<file path="config.mk">
export PLATFORM = sky130hd
export DESIGN_NAME = bresenham_line_stepper_core
export DESIGN_NICKNAME = d
export VERILOG_FILES = /design/src/rtl/bls_pkg.sv /design/src/rtl/bresenham_line_stepper_core.sv /design/src/rtl/bls_front.sv /design/src/rtl/bls_queue.sv /design/src/rtl/bls_back.sv
export SDC_FILE = /design/constraint.sdc
export NUM_CORES = 1
export LEC_CHECK = 0
export BUFFER_PORTS_ARGS = -buffer_cell sky130_fd_sc_hd__buf_4
export CAP_MARGIN = 20
export CORE_ASPECT_RATIO = 1.5
export CORE_MARGIN = 2
export CORE_UTILIZATION = 34
export CTS_CLUSTER_SIZE = 12
export DETAILED_ROUTE_END_ITERATION = 7
export PLACE_DENSITY = 0.5
export SLEW_MARGIN = 20
export SYNTH_ARGS = -nofsm -noshare
export SYNTH_HDL_FRONTEND = slang
export SYNTH_SLANG_ARGS = --single-unit
</file>
<file path="constraint.sdc">
create_clock -name i_clk -period 7.1 [get_ports i_clk]
set_input_delay 1.065 -clock i_clk [delete_from_list [all_inputs] [get_ports i_clk]]
set_output_delay 1.065 -clock i_clk [all_outputs]
set_load 0.005 [all_outputs]
</file>
<file path="src/rtl/bls_pkg.sv">
`default_nettype none
// ----------------------------------------------------------------------------
// bls_pkg
// Shared types, widths and codes for the line stepper: coordinate, span and
// error widths, the command record that goes through the queue, and the
// pixel record held in the output register.
// ----------------------------------------------------------------------------
package bls_pkg;

    localparam int COORD_BITS     = 12;
    localparam int SPAN_BITS      = COORD_BITS + 1;
    localparam int ERR_BITS       = SPAN_BITS + 2;
    localparam int SCREEN_BITS    = 11;
    localparam int COLOR_BITS     = 8;
    localparam int CFG_INDEX_BITS = 1;
    localparam int CMP_BITS       = (COORD_BITS > SCREEN_BITS) ? COORD_BITS : SCREEN_BITS;

    localparam int QUEUE_DEPTH    = 2;
    localparam int QUEUE_PTR_BITS = (QUEUE_DEPTH > 1) ? $clog2(QUEUE_DEPTH) : 1;
    localparam int QUEUE_CNT_BITS = $clog2(QUEUE_DEPTH + 1);

    // Item codes
    localparam logic OP_START = 1'b0;
    localparam logic OP_STEP  = 1'b1;

    // Register indexes
    localparam logic [CFG_INDEX_BITS-1:0] CFG_SCREEN_WIDTH  = CFG_INDEX_BITS'(0);
    localparam logic [CFG_INDEX_BITS-1:0] CFG_SCREEN_HEIGHT = CFG_INDEX_BITS'(1);

    localparam logic [SCREEN_BITS-1:0] SCREEN_WIDTH_RESET  = SCREEN_BITS'(640);
    localparam logic [SCREEN_BITS-1:0] SCREEN_HEIGHT_RESET = SCREEN_BITS'(400);

    typedef logic signed [COORD_BITS-1:0] t_coord;
    typedef logic        [SPAN_BITS-1:0]  t_span;
    typedef logic signed [ERR_BITS-1:0]   t_err;

    typedef struct packed {
        logic [COLOR_BITS-1:0] red;
        logic [COLOR_BITS-1:0] green;
        logic [COLOR_BITS-1:0] blue;
    } t_color;

    // Classified item, as handed from the front end to the back end
    typedef struct packed {
        logic   is_start;
        t_coord start_x;
        t_coord start_y;
        t_coord end_x;
        t_coord end_y;
        t_span  span_x;
        t_span  span_y;
        logic   x_neg;
        logic   y_neg;
        logic   x_major;
        logic   single;
        t_color color;
    } t_cmd;

    // One result
    typedef struct packed {
        logic   pix_valid;
        t_coord x;
        t_coord y;
        logic   last;
        t_color color;
    } t_pixel;

endpackage : bls_pkg
`default_nettype wire

</file>
<file path="src/rtl/bresenham_line_stepper_core.sv">
`default_nettype none
// ----------------------------------------------------------------------------
// bresenham_line_stepper_core
// Integer Bresenham line stepper, all octants, with screen clipping flag.
// ----------------------------------------------------------------------------
// Sustains one item per clock while the output register is free or emptied:
// a start item returns the first pixel, each step item the next pixel, and a
// step with no line active returns an all-zero result. A transferred item is
// written into a slot of the two-entry command queue; once it is at the head
// and the output register is free or emptied, the back end runs its single
// error update and loads the output register, which sets the rate. Input keeps
// flowing while a result waits; it stalls only when the queue is full.
// Screen width and height are written through the plain register port; the user
// must write them only while the block is idle (not enforced); reset 640 by 400.
module bresenham_line_stepper_core (
    input  wire logic                                  i_clk,
    input  wire logic                                  i_rst_n,
    input  wire logic                                  i_cfg_we,
    input  wire logic [bls_pkg::CFG_INDEX_BITS-1:0]    i_cfg_index,
    input  wire logic [bls_pkg::SCREEN_BITS-1:0]       i_cfg_wdata,
    input  wire logic                                  i_in_valid,
    output logic                                       o_in_ready,
    input  wire logic                                  i_opcode,
    input  wire bls_pkg::t_coord                       i_start_x,
    input  wire bls_pkg::t_coord                       i_start_y,
    input  wire bls_pkg::t_coord                       i_end_x,
    input  wire bls_pkg::t_coord                       i_end_y,
    input  wire logic [bls_pkg::COLOR_BITS-1:0]        i_red_in,
    input  wire logic [bls_pkg::COLOR_BITS-1:0]        i_green_in,
    input  wire logic [bls_pkg::COLOR_BITS-1:0]        i_blue_in,
    output logic                                       o_out_valid,
    input  wire logic                                  i_out_ready,
    output logic                                       o_pixel_valid,
    output bls_pkg::t_coord                            o_pixel_x,
    output bls_pkg::t_coord                            o_pixel_y,
    output logic                                       o_on_screen,
    output logic                                       o_last_pixel,
    output logic [bls_pkg::COLOR_BITS-1:0]             o_red_out,
    output logic [bls_pkg::COLOR_BITS-1:0]             o_green_out,
    output logic [bls_pkg::COLOR_BITS-1:0]             o_blue_out
);
    import bls_pkg::*;

    logic   push;
    logic   queue_full;
    logic   queue_valid;
    logic   pop;
    t_cmd   push_cmd;
    t_cmd   head_cmd;
    t_pixel pixel;

    // Accept and classify
    bls_front u_front (
        .i_in_valid   (i_in_valid),
        .o_in_ready   (o_in_ready),
        .i_opcode     (i_opcode),
        .i_start_x    (i_start_x),
        .i_start_y    (i_start_y),
        .i_end_x      (i_end_x),
        .i_end_y      (i_end_y),
        .i_red_in     (i_red_in),
        .i_green_in   (i_green_in),
        .i_blue_in    (i_blue_in),
        .i_queue_full (queue_full),
        .o_push       (push),
        .o_cmd        (push_cmd)
    );

    // Decouple front and back
    bls_queue u_queue (
        .i_clk   (i_clk),
        .i_rst_n (i_rst_n),
        .i_push  (push),
        .i_data  (push_cmd),
        .o_full  (queue_full),
        .i_pop   (pop),
        .o_valid (queue_valid),
        .o_data  (head_cmd)
    );

    // Step the line and hold the result
    bls_back u_back (
        .i_clk       (i_clk),
        .i_rst_n     (i_rst_n),
        .i_cfg_we    (i_cfg_we),
        .i_cfg_index (i_cfg_index),
        .i_cfg_wdata (i_cfg_wdata),
        .i_cmd_valid (queue_valid),
        .i_cmd       (head_cmd),
        .o_pop       (pop),
        .o_out_valid (o_out_valid),
        .i_out_ready (i_out_ready),
        .o_pixel     (pixel),
        .o_on_screen (o_on_screen)
    );

    assign o_pixel_valid = pixel.pix_valid;
    assign o_pixel_x     = pixel.x;
    assign o_pixel_y     = pixel.y;
    assign o_last_pixel  = pixel.last;
    assign o_red_out     = pixel.color.red;
    assign o_green_out   = pixel.color.green;
    assign o_blue_out    = pixel.color.blue;

endmodule : bresenham_line_stepper_core
`default_nettype wire

</file>
<file path="src/rtl/bls_front.sv">
`default_nettype none
// ----------------------------------------------------------------------------
// bls_front
// Front end: accepts input items while the queue has room and classifies
// them. A start item gets its spans, step directions, major axis and the
// single-point flag worked out here.
// ----------------------------------------------------------------------------
module bls_front (
    input  wire logic                              i_in_valid,
    output logic                                   o_in_ready,
    input  wire logic                              i_opcode,
    input  wire bls_pkg::t_coord                   i_start_x,
    input  wire bls_pkg::t_coord                   i_start_y,
    input  wire bls_pkg::t_coord                   i_end_x,
    input  wire bls_pkg::t_coord                   i_end_y,
    input  wire logic [bls_pkg::COLOR_BITS-1:0]    i_red_in,
    input  wire logic [bls_pkg::COLOR_BITS-1:0]    i_green_in,
    input  wire logic [bls_pkg::COLOR_BITS-1:0]    i_blue_in,
    input  wire logic                              i_queue_full,
    output logic                                   o_push,
    output bls_pkg::t_cmd                          o_cmd
);
    import bls_pkg::*;

    logic signed [SPAN_BITS-1:0] dx;
    logic signed [SPAN_BITS-1:0] dy;
    t_span                       span_x;
    t_span                       span_y;

    // Accept while the queue has a free slot
    assign o_in_ready = !i_queue_full;
    assign o_push     = i_in_valid && !i_queue_full;

    // Signed deltas, one bit wider than a coordinate
    assign dx = {i_end_x[COORD_BITS-1], i_end_x} - {i_start_x[COORD_BITS-1], i_start_x};
    assign dy = {i_end_y[COORD_BITS-1], i_end_y} - {i_start_y[COORD_BITS-1], i_start_y};

    // Absolute spans
    assign span_x = dx[SPAN_BITS-1] ? t_span'(-dx) : t_span'(dx);
    assign span_y = dy[SPAN_BITS-1] ? t_span'(-dy) : t_span'(dy);

    // Build the command record
    always_comb begin
        o_cmd.is_start = (i_opcode == OP_START);
        o_cmd.start_x  = i_start_x;
        o_cmd.start_y  = i_start_y;
        o_cmd.end_x    = i_end_x;
        o_cmd.end_y    = i_end_y;
        o_cmd.span_x   = span_x;
        o_cmd.span_y   = span_y;
        o_cmd.x_neg    = dx[SPAN_BITS-1];
        o_cmd.y_neg    = dy[SPAN_BITS-1];
        o_cmd.x_major  = (span_x >= span_y);
        o_cmd.single   = (span_x == '0) && (span_y == '0);
        o_cmd.color    = '{red: i_red_in, green: i_green_in, blue: i_blue_in};
    end

endmodule : bls_front
`default_nettype wire

</file>
<file path="src/rtl/bls_queue.sv">
`default_nettype none
// ----------------------------------------------------------------------------
// bls_queue
// Short command queue between front and back end. Register slots, one write
// and one read pointer, and an occupancy count.
// ----------------------------------------------------------------------------
module bls_queue (
    input  wire logic          i_clk,
    input  wire logic          i_rst_n,
    input  wire logic          i_push,
    input  wire bls_pkg::t_cmd i_data,
    output logic               o_full,
    input  wire logic          i_pop,
    output logic               o_valid,
    output bls_pkg::t_cmd      o_data
);
    import bls_pkg::*;

    t_cmd                      r_slot [QUEUE_DEPTH];
    logic [QUEUE_PTR_BITS-1:0] r_wr_ptr;
    logic [QUEUE_PTR_BITS-1:0] n_wr_ptr;
    logic [QUEUE_PTR_BITS-1:0] r_rd_ptr;
    logic [QUEUE_PTR_BITS-1:0] n_rd_ptr;
    logic [QUEUE_CNT_BITS-1:0] r_count;
    logic [QUEUE_CNT_BITS-1:0] n_count;
    logic                      do_push;
    logic                      do_pop;

    assign o_full  = (r_count == QUEUE_CNT_BITS'(QUEUE_DEPTH));
    assign o_valid = (r_count != '0);
    assign o_data  = r_slot[r_rd_ptr];

    assign do_push = i_push && !o_full;
    assign do_pop  = i_pop && o_valid;

    // Advance pointers with wrap, track occupancy
    always_comb begin
        n_wr_ptr = r_wr_ptr;
        n_rd_ptr = r_rd_ptr;
        n_count  = r_count;
        if (do_push) begin
            n_wr_ptr = (r_wr_ptr == QUEUE_PTR_BITS'(QUEUE_DEPTH - 1)) ? '0 : r_wr_ptr + 1'b1;
        end
        if (do_pop) begin
            n_rd_ptr = (r_rd_ptr == QUEUE_PTR_BITS'(QUEUE_DEPTH - 1)) ? '0 : r_rd_ptr + 1'b1;
        end
        if (do_push && !do_pop) begin
            n_count = r_count + 1'b1;
        end else if (do_pop && !do_push) begin
            n_count = r_count - 1'b1;
        end
    end

    always_ff @(posedge i_clk) begin
        if (!i_rst_n) begin
            r_wr_ptr <= '0;
            r_rd_ptr <= '0;
            r_count  <= '0;
        end else begin
            r_wr_ptr <= n_wr_ptr;
            r_rd_ptr <= n_rd_ptr;
            r_count  <= n_count;
        end
    end

    // Store pushed command
    always_ff @(posedge i_clk) begin
        if (do_push) begin
            r_slot[r_wr_ptr] <= i_data;
        end
    end

`ifndef ASSERT_OFF
    a_count_bound: assert property (@(posedge i_clk) disable iff (!i_rst_n)
        r_count <= QUEUE_CNT_BITS'(QUEUE_DEPTH))
        else $error("queue occupancy beyond depth");

    a_no_push_full: assert property (@(posedge i_clk) disable iff (!i_rst_n)
        i_push |-> !o_full)
        else $error("push into full queue");
`endif

endmodule : bls_queue
`default_nettype wire

</file>
<file path="src/rtl/bls_back.sv">
`default_nettype none
// ----------------------------------------------------------------------------
// bls_back
// Back end: holds the line state and the screen registers, runs one
// Bresenham error update per command and loads the output register.
// ----------------------------------------------------------------------------
module bls_back (
    input  wire logic                                  i_clk,
    input  wire logic                                  i_rst_n,
    input  wire logic                                  i_cfg_we,
    input  wire logic [bls_pkg::CFG_INDEX_BITS-1:0]    i_cfg_index,
    input  wire logic [bls_pkg::SCREEN_BITS-1:0]       i_cfg_wdata,
    input  wire logic                                  i_cmd_valid,
    input  wire bls_pkg::t_cmd                         i_cmd,
    output logic                                       o_pop,
    output logic                                       o_out_valid,
    input  wire logic                                  i_out_ready,
    output bls_pkg::t_pixel                            o_pixel,
    output logic                                       o_on_screen
);
    import bls_pkg::*;

    // Screen registers
    logic [SCREEN_BITS-1:0] r_width;
    logic [SCREEN_BITS-1:0] r_height;

    // Line state
    logic   r_active;
    logic   n_active;
    t_coord r_cur_x;
    t_coord n_cur_x;
    t_coord r_cur_y;
    t_coord n_cur_y;
    t_coord r_tgt_x;
    t_coord n_tgt_x;
    t_coord r_tgt_y;
    t_coord n_tgt_y;
    t_span  r_span_x;
    t_span  n_span_x;
    t_span  r_span_y;
    t_span  n_span_y;
    t_err   r_err;
    t_err   n_err;
    logic   r_x_major;
    logic   n_x_major;
    logic   r_x_neg;
    logic   n_x_neg;
    logic   r_y_neg;
    logic   n_y_neg;
    t_color r_color;
    t_color n_color;

    // Output register
    logic   r_out_valid;
    t_pixel r_out;
    t_pixel n_out;

    logic   fire;
    t_span  major;
    t_span  minor;
    t_span  init_major;
    t_span  init_minor;
    logic   diag;
    logic   move_x;
    logic   move_y;
    t_coord step_x;
    t_coord step_y;
    t_err   err_axial;
    t_err   err_diag;
    logic   step_last;

    // Take a command when the output slot is free or being emptied
    assign fire  = i_cmd_valid && (!r_out_valid || i_out_ready);
    assign o_pop = fire;

    // Error update for a step
    assign major     = r_x_major ? r_span_x : r_span_y;
    assign minor     = r_x_major ? r_span_y : r_span_x;
    assign diag      = !r_err[ERR_BITS-1];
    assign move_x    = r_x_major || diag;
    assign move_y    = !r_x_major || diag;
    assign err_axial = t_err'({1'b0, minor, 1'b0});
    assign err_diag  = t_err'({1'b0, minor, 1'b0}) - t_err'({1'b0, major, 1'b0});
    assign step_x    = move_x ? (r_cur_x + (r_x_neg ? t_coord'(-1) : t_coord'(1))) : r_cur_x;
    assign step_y    = move_y ? (r_cur_y + (r_y_neg ? t_coord'(-1) : t_coord'(1))) : r_cur_y;
    assign step_last = r_x_major ? (step_x == r_tgt_x) : (step_y == r_tgt_y);

    // Initial error for a start
    assign init_major = i_cmd.x_major ? i_cmd.span_x : i_cmd.span_y;
    assign init_minor = i_cmd.x_major ? i_cmd.span_y : i_cmd.span_x;

    // Next line state and result
    always_comb begin
        n_active  = r_active;
        n_cur_x   = r_cur_x;
        n_cur_y   = r_cur_y;
        n_tgt_x   = r_tgt_x;
        n_tgt_y   = r_tgt_y;
        n_span_x  = r_span_x;
        n_span_y  = r_span_y;
        n_err     = r_err;
        n_x_major = r_x_major;
        n_x_neg   = r_x_neg;
        n_y_neg   = r_y_neg;
        n_color   = r_color;
        n_out     = '0;
        if (i_cmd.is_start) begin
            n_cur_x   = i_cmd.start_x;
            n_cur_y   = i_cmd.start_y;
            n_tgt_x   = i_cmd.end_x;
            n_tgt_y   = i_cmd.end_y;
            n_span_x  = i_cmd.span_x;
            n_span_y  = i_cmd.span_y;
            n_x_major = i_cmd.x_major;
            n_x_neg   = i_cmd.x_neg;
            n_y_neg   = i_cmd.y_neg;
            n_color   = i_cmd.color;
            n_err     = t_err'({1'b0, init_minor, 1'b0}) - t_err'({2'b00, init_major});
            n_active  = !i_cmd.single;
            n_out     = '{pix_valid: 1'b1, x: i_cmd.start_x, y: i_cmd.start_y,
                          last: i_cmd.single, color: i_cmd.color};
        end else if (r_active) begin
            n_cur_x  = step_x;
            n_cur_y  = step_y;
            n_err    = r_err + (diag ? err_diag : err_axial);
            n_active = !step_last;
            n_out    = '{pix_valid: 1'b1, x: step_x, y: step_y,
                         last: step_last, color: r_color};
        end
    end

    // Control state
    always_ff @(posedge i_clk) begin
        if (!i_rst_n) begin
            r_active    <= 1'b0;
            r_out_valid <= 1'b0;
            r_width     <= SCREEN_WIDTH_RESET;
            r_height    <= SCREEN_HEIGHT_RESET;
        end else begin
            if (fire) begin
                r_active <= n_active;
            end
            if (fire) begin
                r_out_valid <= 1'b1;
            end else if (i_out_ready) begin
                r_out_valid <= 1'b0;
            end
            if (i_cfg_we) begin
                case (i_cfg_index)
                    CFG_SCREEN_WIDTH:  r_width  <= i_cfg_wdata;
                    CFG_SCREEN_HEIGHT: r_height <= i_cfg_wdata;
                    default: ;
                endcase
            end
        end
    end

    // Payload state
    always_ff @(posedge i_clk) begin
        if (fire) begin
            r_cur_x   <= n_cur_x;
            r_cur_y   <= n_cur_y;
            r_tgt_x   <= n_tgt_x;
            r_tgt_y   <= n_tgt_y;
            r_span_x  <= n_span_x;
            r_span_y  <= n_span_y;
            r_err     <= n_err;
            r_x_major <= n_x_major;
            r_x_neg   <= n_x_neg;
            r_y_neg   <= n_y_neg;
            r_color   <= n_color;
            r_out     <= n_out;
        end
    end

    // Clip against the screen
    assign o_out_valid = r_out_valid;
    assign o_pixel     = r_out;
    assign o_on_screen = r_out.pix_valid
                      && !r_out.x[COORD_BITS-1] && !r_out.y[COORD_BITS-1]
                      && (CMP_BITS'($unsigned(r_out.x)) < CMP_BITS'(r_width))
                      && (CMP_BITS'($unsigned(r_out.y)) < CMP_BITS'(r_height));

`ifndef ASSERT_OFF
    a_fire_loads: assert property (@(posedge i_clk) disable iff (!i_rst_n)
        fire |=> r_out_valid)
        else $error("output register not loaded after command");

    a_last_ends: assert property (@(posedge i_clk) disable iff (!i_rst_n)
        (fire && n_out.last) |=> !r_active)
        else $error("line still active after last pixel");

    a_active_not_done: assert property (@(posedge i_clk) disable iff (!i_rst_n)
        r_active |-> (r_x_major ? (r_cur_x != r_tgt_x) : (r_cur_y != r_tgt_y)))
        else $error("active line already at its end point");
`endif

endmodule : bls_back
`default_nettype wire

</file>
==> summary.md <==
| Metric | Value |
|---|---|
| Status | completed |
| Crit share post-route | 0.708 |
| Clock transition at path regs | 0.06 ns |
| Slew @ Worst Pin | between 1 and 1.5 ns |
| Total gr overflow | 0 |
| R2r startpoint | u_back.r_x_major |
| Comb pwr share | 0.475 |
| RSZ-0062 raised after global routing | no |
| Htree depth | 2 |
| Seq/Total Area, Yosys | 0.557 |
| Post-CTS Setup Inserts | 0 |
| Gate Count Post-Synth | ~1800 |
| Slew margin rel. | 0.288 |
| Clock sinks | 400 |
| Hold buffer count at cts | 0 |
| Commonest non-fill, non-tap cell in the layout | edfxtp_1 |
| Initial core utilization | 0.344 |
| Clock Skews | 0.0234 ns |
| WL/cell | 19.1 um |
| Dominant synthesized flop cell | edfxtp_1 |
| Setup violations, final | 0 |
| Post-synth top area cell | edfxtp_1 |
| Post-synth EDFFs | ~370 |
| Root buf cell | clkbuf_16 |
| DRT iter0 DRCs | 620 |
| Placer Congestion | 0.802 |
| Fin. Hold Viols | 0 |
| Final nets | 2108 |
| # DRC | 0 |
| Crit Path Max Fanout | 7 |
| Total power | around 0.011 W |
| Min-Delay Path Class | register to register |
| Nature of the critical path endpoint | register |
| Setup slack at placement | 1.64 ns |
| CP Launch Type | register |
| Vias per inst | 4.99 |
| Die ar. | 0.0639 mm2 |
| CTS resizes | 0 |
| Largest net degree at the start of global routing | 64 |
| FMAX | 199 MHz |
| Final TNS setup | 0 ns |
| Latest clock arrival within the worst-skew pair | 0.58 ns |
| P_leak | about 9.1 nW |
| Synth unique cells | 78 |
| Synth Register Bits | 400 |
| Global-route usage over all layers | 0.163 |
| Min setup slack post-route | 2.07 ns |
| Switching Fraction | 0.381 |
| Post-DP HPWL | 38.1 mm |
| First drt pass iteration count | 7 |
| Post-synthesis cell area | between 0.02 and 0.025 mm2 |
| Synth-to-Final Area Change | 15.6% |
| N_diodes | 0 |
| Ranking of synthesized cells by area | edfxtp_1 (53%), ha_1 (7.0%), mux2_2 (4.8%) |
| Sequential share of power | 0.336 |
| Top cell type's share of synthesized area | 0.529 |
| Vias in the first global route | 13929 |
| Port bufs | 142 |
| Data required, critical path | 7.39 ns |
| Tmin final | 5.03 ns |
| Detailed Route WL | 51.8 mm |
| Die Wd | 207 um |
| Worst Path Arrival | 5.32 ns |
| HP Start | u_back.r_height[1] |
| Net Sw Power | between 0.004 and 0.005 W |
| Pwr Density | between 400 and 500 mW/mm2 |
| Synth Warn # | 0 |
| Clock power frac | 0.190 |
| CTS tree | built |
| Synthesized Nets | 1965 |
| Via count | approximately 14000 |
| Routed Antenna Nets | 0 |
| TritonCTS Buffers | 43 |
| First-pass GRT wire length | 81.1 mm |
| Vert. Die Dim | about 300 um |
| Pint | between 0.007 and 0.008 W |
| Row Count | between 100 and 150 |
| Most frequent cells in the layout | edfxtp_1 (371), buf_4 (158), nor2_1 (157), nand2_1 (117), ha_1 (117) |
| Fillcell total | 5850 |
| Number of max-cap violations | 0 |
| Final Max Tran Viols | 0 |
| Critical path origin | u_back.r_x_major |
| Core Area | 0.0611 mm2 |
| Avg Inst Size Synth | 12.0 um2 |
| Peak VDD IR | around 0.20 mV |
| I/O Pins | 143 |
| Hold_ws | 0.462 ns |
| Kind of critical path | register to register |
| Antenna violations before repair | 3 |
| Fraction of registers with async set/reset | 0 |
| Fraction of layout cells with a size suffix above 1 | 0.179 |
| Clock tree buffer depth | 3 |
-- power groups by stage --
stage	sequential (W)	combinational, W	clock (W)
2_1_floorplan	0.00379	0.00401	0
3_3_place_gp	0.00389	0.00540	0
3_5_place_dp	0.00390	0.00548	0
4_1_cts	0.00386	0.00551	0.00225
5_1_grt	0.00392	0.00614	0.00233
6_report	0.00384	0.00543	0.00217
-- synth_stat cells, types with 4 or more instances --
cell	instances
nand2b_1	15
ha_1	117
o41ai_1	4
edfxtp_1	371
nor2_1	160
clkbuf_1	39
or2_2	8
o21ai_0	66
o31a_1	7
nor3_1	26
and3_1	11
a31oi_1	12
a21o_1	32
nor4_1	10
a211oi_1	25
xor2_1	51
o31ai_1	6
dfxtp_1	29
o21bai_1	10
a21boi_0	21
mux2i_1	44
o211ai_1	10
a21oi_1	104
buf_1	14
buf_6	4
or4_1	6
and2_1	32
o21a_1	20
nand2_1	117
inv_1	87
or3_1	5
xnor2_1	61
nand4_1	8
fa_1	7
mux2_2	90
o22ai_1	4
nand3_1	22
nor2b_1	33
-- cell families (layout without fill, tap and decap cells) --
kind of cell,after synthesis,count (layout),synth area share
xor+xnor,114,114,0.0482
mux,136,136,0.0712
fa+ha+maj,124,124,0.0762
flops,400,400,0.557
simple gates,468,468,0.106
buf+inv,150,317,0.0287
compound gates,359,359,0.113
-- through the flow --
stage	util	std cells	instance area, um2
floorplan	-	1751	21000
global placement	0.376	2639	23000
detailed placement	0.376	2640	23000
CTS	0.398	2709	24300
global route	0.398	2709	24300
finish	0.398	2709	24300
-- routing by layer --
metal / track usage / routed length, um
met3: 0.0198 / 1670
met5: 0 / 0
met2: 0.296 / 26200
met4: 0.0475 / 1240
met1: 0.201 / 22800
-- critical path, stage by stage, from the launching register on --
cell and delay, ns:
edfxtp_1 0.52, mux2i_1 0.31, ha_1 0.21, inv_1 0.05, fa_1 0.40, a21o_1 0.18
a21oi_1 0.22, o21bai_1 0.09, a21oi_1 0.22, o21bai_1 0.10, a21oi_1 0.27, nor2_1 0.08
o41ai_1 0.42, xnor2_1 0.10, mux2_2 0.27, ha_1 0.23, o41ai_1 0.57, o21ai_0 0.23
xor2_1 0.18, o21ai_0 0.09
-- state kept, by name, summed over array words and instances, names as in the netlist, named ones only --
register / cells
u_back.o_pixel: 50
u_queue.r_rd_ptr: 1
u_back.r_x_neg: 1
u_back.r_tgt_x: 12
u_back.r_width: 11
u_back.r_span_y: 13
u_queue.r_wr_ptr: 1
u_back.r_cur_y: 12
u_back.r_tgt_y: 12
u_back.r_cur_x: 12
u_back.r_height: 11
u_back.r_x_major: 1
u_back.r_y_neg: 1
u_back.r_err: 14
u_back.r_span_x: 13
u_queue.r_count: 2
u_back.r_color: 24
u_back.r_active: 1
u_back.o_out_valid: 1
u_queue.r_slot: 206
-- final cells by class --
cell class / instances / area, um2 / area share
inverters: 89 / 334 / 0.0137
clock inverters: 14 / 159 / 0.00653
multi-input cells: 1201 / 8750 / 0.360
flip-flops and latches: 400 / 11700 / 0.482
repair buffers: 159 / 1210 / 0.0496
well taps: 791 / 990 / 0.0407
clock buffers: 55 / 1170 / 0.0482
-- final timing paths --
kind | to | slack, ns | cells past startpoint
hold reg to reg | u_back.r_height[1] | 0.46 | 2
hold / removal | u_back.r_height[1] | 0.46 | 2
setup reg to reg | u_back.r_err[14] | 2.07 | 19
setup / recovery | u_back.r_err[14] | 2.07 | 19
No activity file was read; power rests on OpenSTA's default activity.
